--- src/rtl/core/tcw_pkg.sv ---
// Shared types and constants of the text console writer.
// Used by tcw_front, tcw_back and text_console_writer; no dependencies.
package tcw_pkg;

  // Default screen geometry
  localparam int DEF_COLUMNS = 80;
  localparam int DEF_ROWS    = 25;

  // Field widths
  localparam int MODE_W      = 2;
  localparam int CODE_W      = 8;
  localparam int IDX_W       = 11;
  localparam int POS_W       = 11;
  localparam int CELL_W      = 16;
  localparam int ATTR_W      = 8;
  localparam int IN_TDATA_W  = 24;
  localparam int OUT_TDATA_W = 32;
  localparam int CFG_IDX_W   = 1;

  // Input modes
  localparam logic [MODE_W-1:0] MODE_PUT   = 2'd0;
  localparam logic [MODE_W-1:0] MODE_CLEAR = 2'd1;
  localparam logic [MODE_W-1:0] MODE_READ  = 2'd2;

  // Character codes
  localparam logic [CODE_W-1:0] CODE_NEWLINE   = 8'h0A;
  localparam logic [CODE_W-1:0] CODE_BACKSPACE = 8'h08;
  localparam logic [CODE_W-1:0] CODE_SPACE     = 8'h20;

  // Register indexes and reset values
  localparam logic [CFG_IDX_W-1:0] REG_CHAR_ATTR  = 1'd0;
  localparam logic [CFG_IDX_W-1:0] REG_BLANK_ATTR = 1'd1;
  localparam logic [ATTR_W-1:0]    RESET_CHAR_ATTR  = 8'h0A;
  localparam logic [ATTR_W-1:0]    RESET_BLANK_ATTR = 8'h07;
  localparam logic [CELL_W-1:0]    RESET_BLANK = {RESET_BLANK_ATTR, CODE_SPACE};

  // Command queue depth between front and back
  localparam int QDEPTH = 2;

  // Classified command
  typedef enum logic [2:0] {
    KIND_NEWLINE,
    KIND_BACKSPACE,
    KIND_PRINT,
    KIND_CLEAR,
    KIND_READ,
    KIND_NOP
  } cmd_kind_t;

  typedef struct packed {
    cmd_kind_t         kind;
    logic [CODE_W-1:0] code;
    logic [IDX_W-1:0]  index;
    logic              idx_ok;
  } cmd_t;

  // Back-end sequencer states
  typedef enum logic [2:0] {
    BK_INIT,
    BK_IDLE,
    BK_READ,
    BK_PRIME,
    BK_SWEEP,
    BK_PUT
  } bk_state_t;

  // Back-end status seen by the top level
  typedef struct packed {
    logic init;
    logic take;
    logic sweep;
  } bk_stat_t;

endpackage

--- src/rtl/core/tcw_front.sv ---
// Front end: accepts input transfers, classifies them into commands and
// holds them in a short queue for the back end. Depends on tcw_pkg.
module tcw_front #(
  parameter int COLUMNS = tcw_pkg::DEF_COLUMNS,
  parameter int ROWS    = tcw_pkg::DEF_ROWS
) (
  input  logic                              clk,
  input  logic                              rst_n,
  input  logic                              in_tvalid,
  output logic                              in_tready,
  input  logic [tcw_pkg::IN_TDATA_W-1:0]    in_tdata,
  output logic                              cmd_valid,
  input  logic                              cmd_ready,
  output tcw_pkg::cmd_t                     cmd
);
  import tcw_pkg::*;

  localparam int CELLS = ROWS * COLUMNS;

  logic [MODE_W-1:0] mode;
  logic [CODE_W-1:0] code;
  logic [IDX_W-1:0]  index;
  cmd_t              cls;

  cmd_t              q_r [QDEPTH];
  logic              wp_r, wp_nxt;
  logic              rp_r, rp_nxt;
  logic [1:0]        cnt_r, cnt_nxt;
  logic              push, pop;

  // Unpack the transfer
  assign mode  = in_tdata[MODE_W-1:0];
  assign code  = in_tdata[MODE_W+CODE_W-1:MODE_W];
  assign index = in_tdata[MODE_W+CODE_W+IDX_W-1:MODE_W+CODE_W];

  // Classify
  always_comb begin
    cls.code   = code;
    cls.index  = index;
    cls.idx_ok = (32'(index) < 32'(CELLS));
    unique case (mode)
      MODE_PUT: begin
        if (code == CODE_NEWLINE) cls.kind = KIND_NEWLINE;
        else if (code == CODE_BACKSPACE) cls.kind = KIND_BACKSPACE;
        else cls.kind = KIND_PRINT;
      end
      MODE_CLEAR: cls.kind = KIND_CLEAR;
      MODE_READ:  cls.kind = KIND_READ;
      default:    cls.kind = KIND_NOP;
    endcase
  end

  // Queue control
  assign in_tready = (cnt_r != 2'(QDEPTH));
  assign cmd_valid = (cnt_r != 2'd0);
  assign cmd       = q_r[rp_r];
  assign push      = in_tvalid && in_tready;
  assign pop       = cmd_valid && cmd_ready;

  always_comb begin
    wp_nxt  = push ? ~wp_r : wp_r;
    rp_nxt  = pop ? ~rp_r : rp_r;
    cnt_nxt = cnt_r + 2'(push) - 2'(pop);
  end

  always_ff @(posedge clk) begin
    if (!rst_n) begin
      wp_r  <= 1'b0;
      rp_r  <= 1'b0;
      cnt_r <= 2'd0;
    end else begin
      wp_r  <= wp_nxt;
      rp_r  <= rp_nxt;
      cnt_r <= cnt_nxt;
    end
  end

  // Queue storage
  always_ff @(posedge clk) begin
    if (push) q_r[wp_r] <= cls;
  end

endmodule

--- config.mk ---
export PLATFORM = sky130hd
export DESIGN_NAME = tcw_front
export DESIGN_NICKNAME = d
export VERILOG_FILES = /design/src/rtl/core/tcw_pkg.sv /design/src/rtl/core/tcw_front.sv
export SDC_FILE = /design/constraint.sdc
export NUM_CORES = 1
export LEC_CHECK = 0
export BUFFER_PORTS_ARGS = -buffer_cell sky130_fd_sc_hd__buf_4
export CAP_MARGIN = 20
export CORE_UTILIZATION = 40
export CTS_CLUSTER_DIAMETER = 120
export DETAILED_ROUTE_END_ITERATION = 7
export PLACE_DENSITY = 0.65
export SETUP_SLACK_MARGIN = 0.5
export SLEW_MARGIN = 20
export SYNTH_ARGS = -nofsm -noshare
export SYNTH_HDL_FRONTEND = slang
export SYNTH_SLANG_ARGS = --single-unit
--- constraint.sdc ---
create_clock -name clk -period 1.71 [get_ports clk]
set_input_delay 0.342 -clock clk [delete_from_list [all_inputs] [get_ports clk]]
set_output_delay 0.342 -clock clk [all_outputs]
set_load 0.05 [all_outputs]
==> impl_metrics.yaml <==
clocking:
  worstSkewPairLatency_ps: 300
  clkTransAtPathRegs_ps: 90
  cts_sinks: 51
  cts_hold_buf: 0
  cts_tree: "yes"
  cts-buffers-inserted: 5
  cts_buffer_depth: 2
  cts-htree-levels: 2
  root_buffer: "clkbuf_8"
critical_path:
  worstSetupPathType: "flop to primary output"
  end_kind: "primary output"
  startpoint_type: "flop"
  worst_ep_required_time_ps: 1370
  crit_arrival_ps: 1350
  worst-path-max-fanout: 5
  r2r_end: "cnt_r[1]$_SDFF_PN0_"
  rr_startpoint: "cnt_r[1]$_SDFF_PN0_"
  reg2reg_slack_ps: 190
  r2r_cells: 7
global_routing:
  first_global_vias: 1188
  globalRouteOverflowTotal: 0
  grt_max_degree: 16
  antenna_found_initial: 0
  grt_pass1_wl_um: 5540
  grt_use_total: 0.149
yosys:
  synth_cells: 105
  synth_cell_types: 24
  synthesis.nets: 135
  synth_area_leaders: "edfxtp_1 (70%), mux2_2 (13%), dfxtp_1 (5.1%)"
  synth-seq-area-share: 0.756
  synth_top_area_cell: "edfxtp_1"
  synth_area_per_cell_sq_um: 18.7
  ys_ff_latch: 51
  yosys_warnings: 0
  synth_top_area_frac: 0.705
  synth_area_sq_um: 1960
timing:
  worst_pin_slew_ps: 288
  relSlewSlack: 0.807
  finalHoldViolCount: 0
  setup_violations: 0
  fin_setup_tns_ps: 0
  fmax_ghz: 0.592
  finalWorstSetupSlack_ps: 20.0
  timing.hold.ws_ps: 230
  fin_crit_sh: 0.988
  fin_skew_ps: 8.54
  rsz0062_at_grt: "yes"
  post-route-min-period_ps: 1690
  finalMaxSlewViolations: 0
min_path:
  min_to: "q_r[1][1]$_DFFE_PP_"
  hold_class: "primary input to flop"
  hp-start: "in_tdata[10]"
  whs_path_depth: 1
finish:
  final_cells: 247
  diodes: 0
  drive_gt1_frac: 0.644
  layout.nets: 209
  final_util: 0.654
  area_delta_synth_final_pct: 57.5
pwr:
  p_comb_frac: 0.480
  p_int_uw: 3110
  power_density_nw_per_um2: 1520
  power_frac_seq: 0.349
  ir_drop_mv: 0.979
  p_sw_frac: 0.340
  clkPwrFrac: 0.170
  switchingPower_uw: 1600
  leakagePower_uw: 0.00121
route:
  wl_per_cell_um: 15.0
  ant_nets: 0
  drt_iter0_drc: 64
  drc: 0
  viasPerCell: 4.64
  dr.pass1.iters: 3
  wirelength_um: 3720
  route.vias.total: 1146
die:
  die_w_um: 72.0
  row_count: 25
  coreArea_sq_um: 4720
  die-area_sq_um: 5190
  dieHeight_um: 72.0
  ios: 53
  start_util: 0.415
place:
  dp_slack_ps: 113
  dp.cells: 221
  gp_congestion: 0.696
  io_buffers: 49
  place_hpwl_um: 2370
job:
  drv_cap: 0
run_status:
  outcome: "finished, final reports clean"
## per-layer routing
layer | global-route usage | part of all wire | vias to the layer above
li1 | - | - | 552
met1 | 0.157 | 0.39 | 571
met2 | 0.276 | 0.57 | 18
met3 | 0.0458 | 0.029 | 5
met4 | 0.0588 | 0.016 | 0
met5 | 0 | 0 | -
## logic make-up after synthesis
group | count (synthesis) | share of synthesized area
flops | 51 | 0.756
mux | 23 | 0.132
simple gates | 13 | 0.0383
buf+inv | 7 | 0.0211
compound gates | 6 | 0.0268
xor+xnor | 3 | 0.0134
fa+ha+maj | 2 | 0.0128
## worst max-delay path, cell delays in order, from the launching register on
cell and delay, ps:
dfxtp_4 400, buf_4 170, mux2_4 300, buf_4 190
## cells in the final DEF (no fill, tap or decap), drive strengths merged
master    netlist  routed
a21bo           1       1
a21oi           1       1
a41oi           1       1
and2            1       1
and3            2       2
buf             2      67
bufinv          0       1
clkbuf          1       7
clkinv          0       2
clkinvlp        0       2
dfxtp           5       5
edfxtp         46      46
ha              2       2
inv             4       3
mux2           23      23
nand2           1       1
nand2b          1       1
nand3           1       1
nand3b          1       1
nor2            4       4
nor4            1       1
o2111ai         1       1
o21a            1       1
o31ai           1       1
or2             1       1
xnor2           2       2
xor2            1       1
## cells in the mapped netlist
cell type	n
edfxtp_1	46
mux2_2	23
dfxtp_1	5
inv_1	4
nor2_1	4
and3_1	2
buf_6	2
ha_1	2
xnor2_1	2
a21bo_2	1
a21oi_1	1
a41oi_1	1
and2_1	1
clkbuf_1	1
nand2_1	1
nand2b_1	1
nand3_1	1
nand3b_1	1
nor4_2	1
o2111ai_1	1
o21a_1	1
o31ai_2	1
or2_2	1
xor2_1	1
## registers in the layout, summed over array words and instances, names as in the netlist, named ones only
register and flops:
q_r 46, cnt_r 2, rp_r 1, wp_r 1
## power by group through the flow
stage | logic (uW) | clock network (uW) | registers (uW)
global route | 2360 | 856 | 1660
detailed placement | 1620 | 0 | 1690
floorplan | 1260 | 0 | 1640
finish | 2260 | 802 | 1640
CTS | 1980 | 814 | 1640
global placement | 1600 | 0 | 1680
## worst max path at each step
stage	slack, ps	to	cells past startpoint	from
final	20	cmd[2]	3	flop
after global routing	-30	cmd[17]	3	flop
after detailed placement	110	q_r[0][9]$_DFFE_PP_	3	cnt_r[1]$_SDFF_PN0_
after floorplan	180	cnt_r[1]$_SDFF_PN0_	8	cnt_r[0]$_SDFF_PN0_
after CTS	9	cmd[2]	3	flop
after global placement	190	q_r[0][8]$_DFFE_PP_	3	cnt_r[1]$_SDFF_PN0_
## timing repair
action / CTS / global route
resized for setup: 35 / 26
setup endpoints to repair: 73 / 73
buffers inserted: 8 / 5
gates cloned: 3 / 2
pin swaps: 5 / 6
## cell type report
type / instances / area (sq um)
Fill cell: 338 / 1640
Sequential cell: 51 / 1490
Timing Repair Buffer: 69 / 817
Multi-Input combinational cell: 47 / 561
Tap cell: 67 / 83.8
Clock buffer: 5 / 68.8
Clock inverter: 3 / 38.8
Inverter: 4 / 18.8
Timing Repair inverter: 1 / 7.51
## per-stage QoR
step,total power [uW],cell area (sq um)
floorplan,2900,2060
global placement,3280,2510
detailed placement,3310,2510
CTS,4440,2890
global route,4880,3090
finish,4700,3090
(Power assumes the default switching activity.)
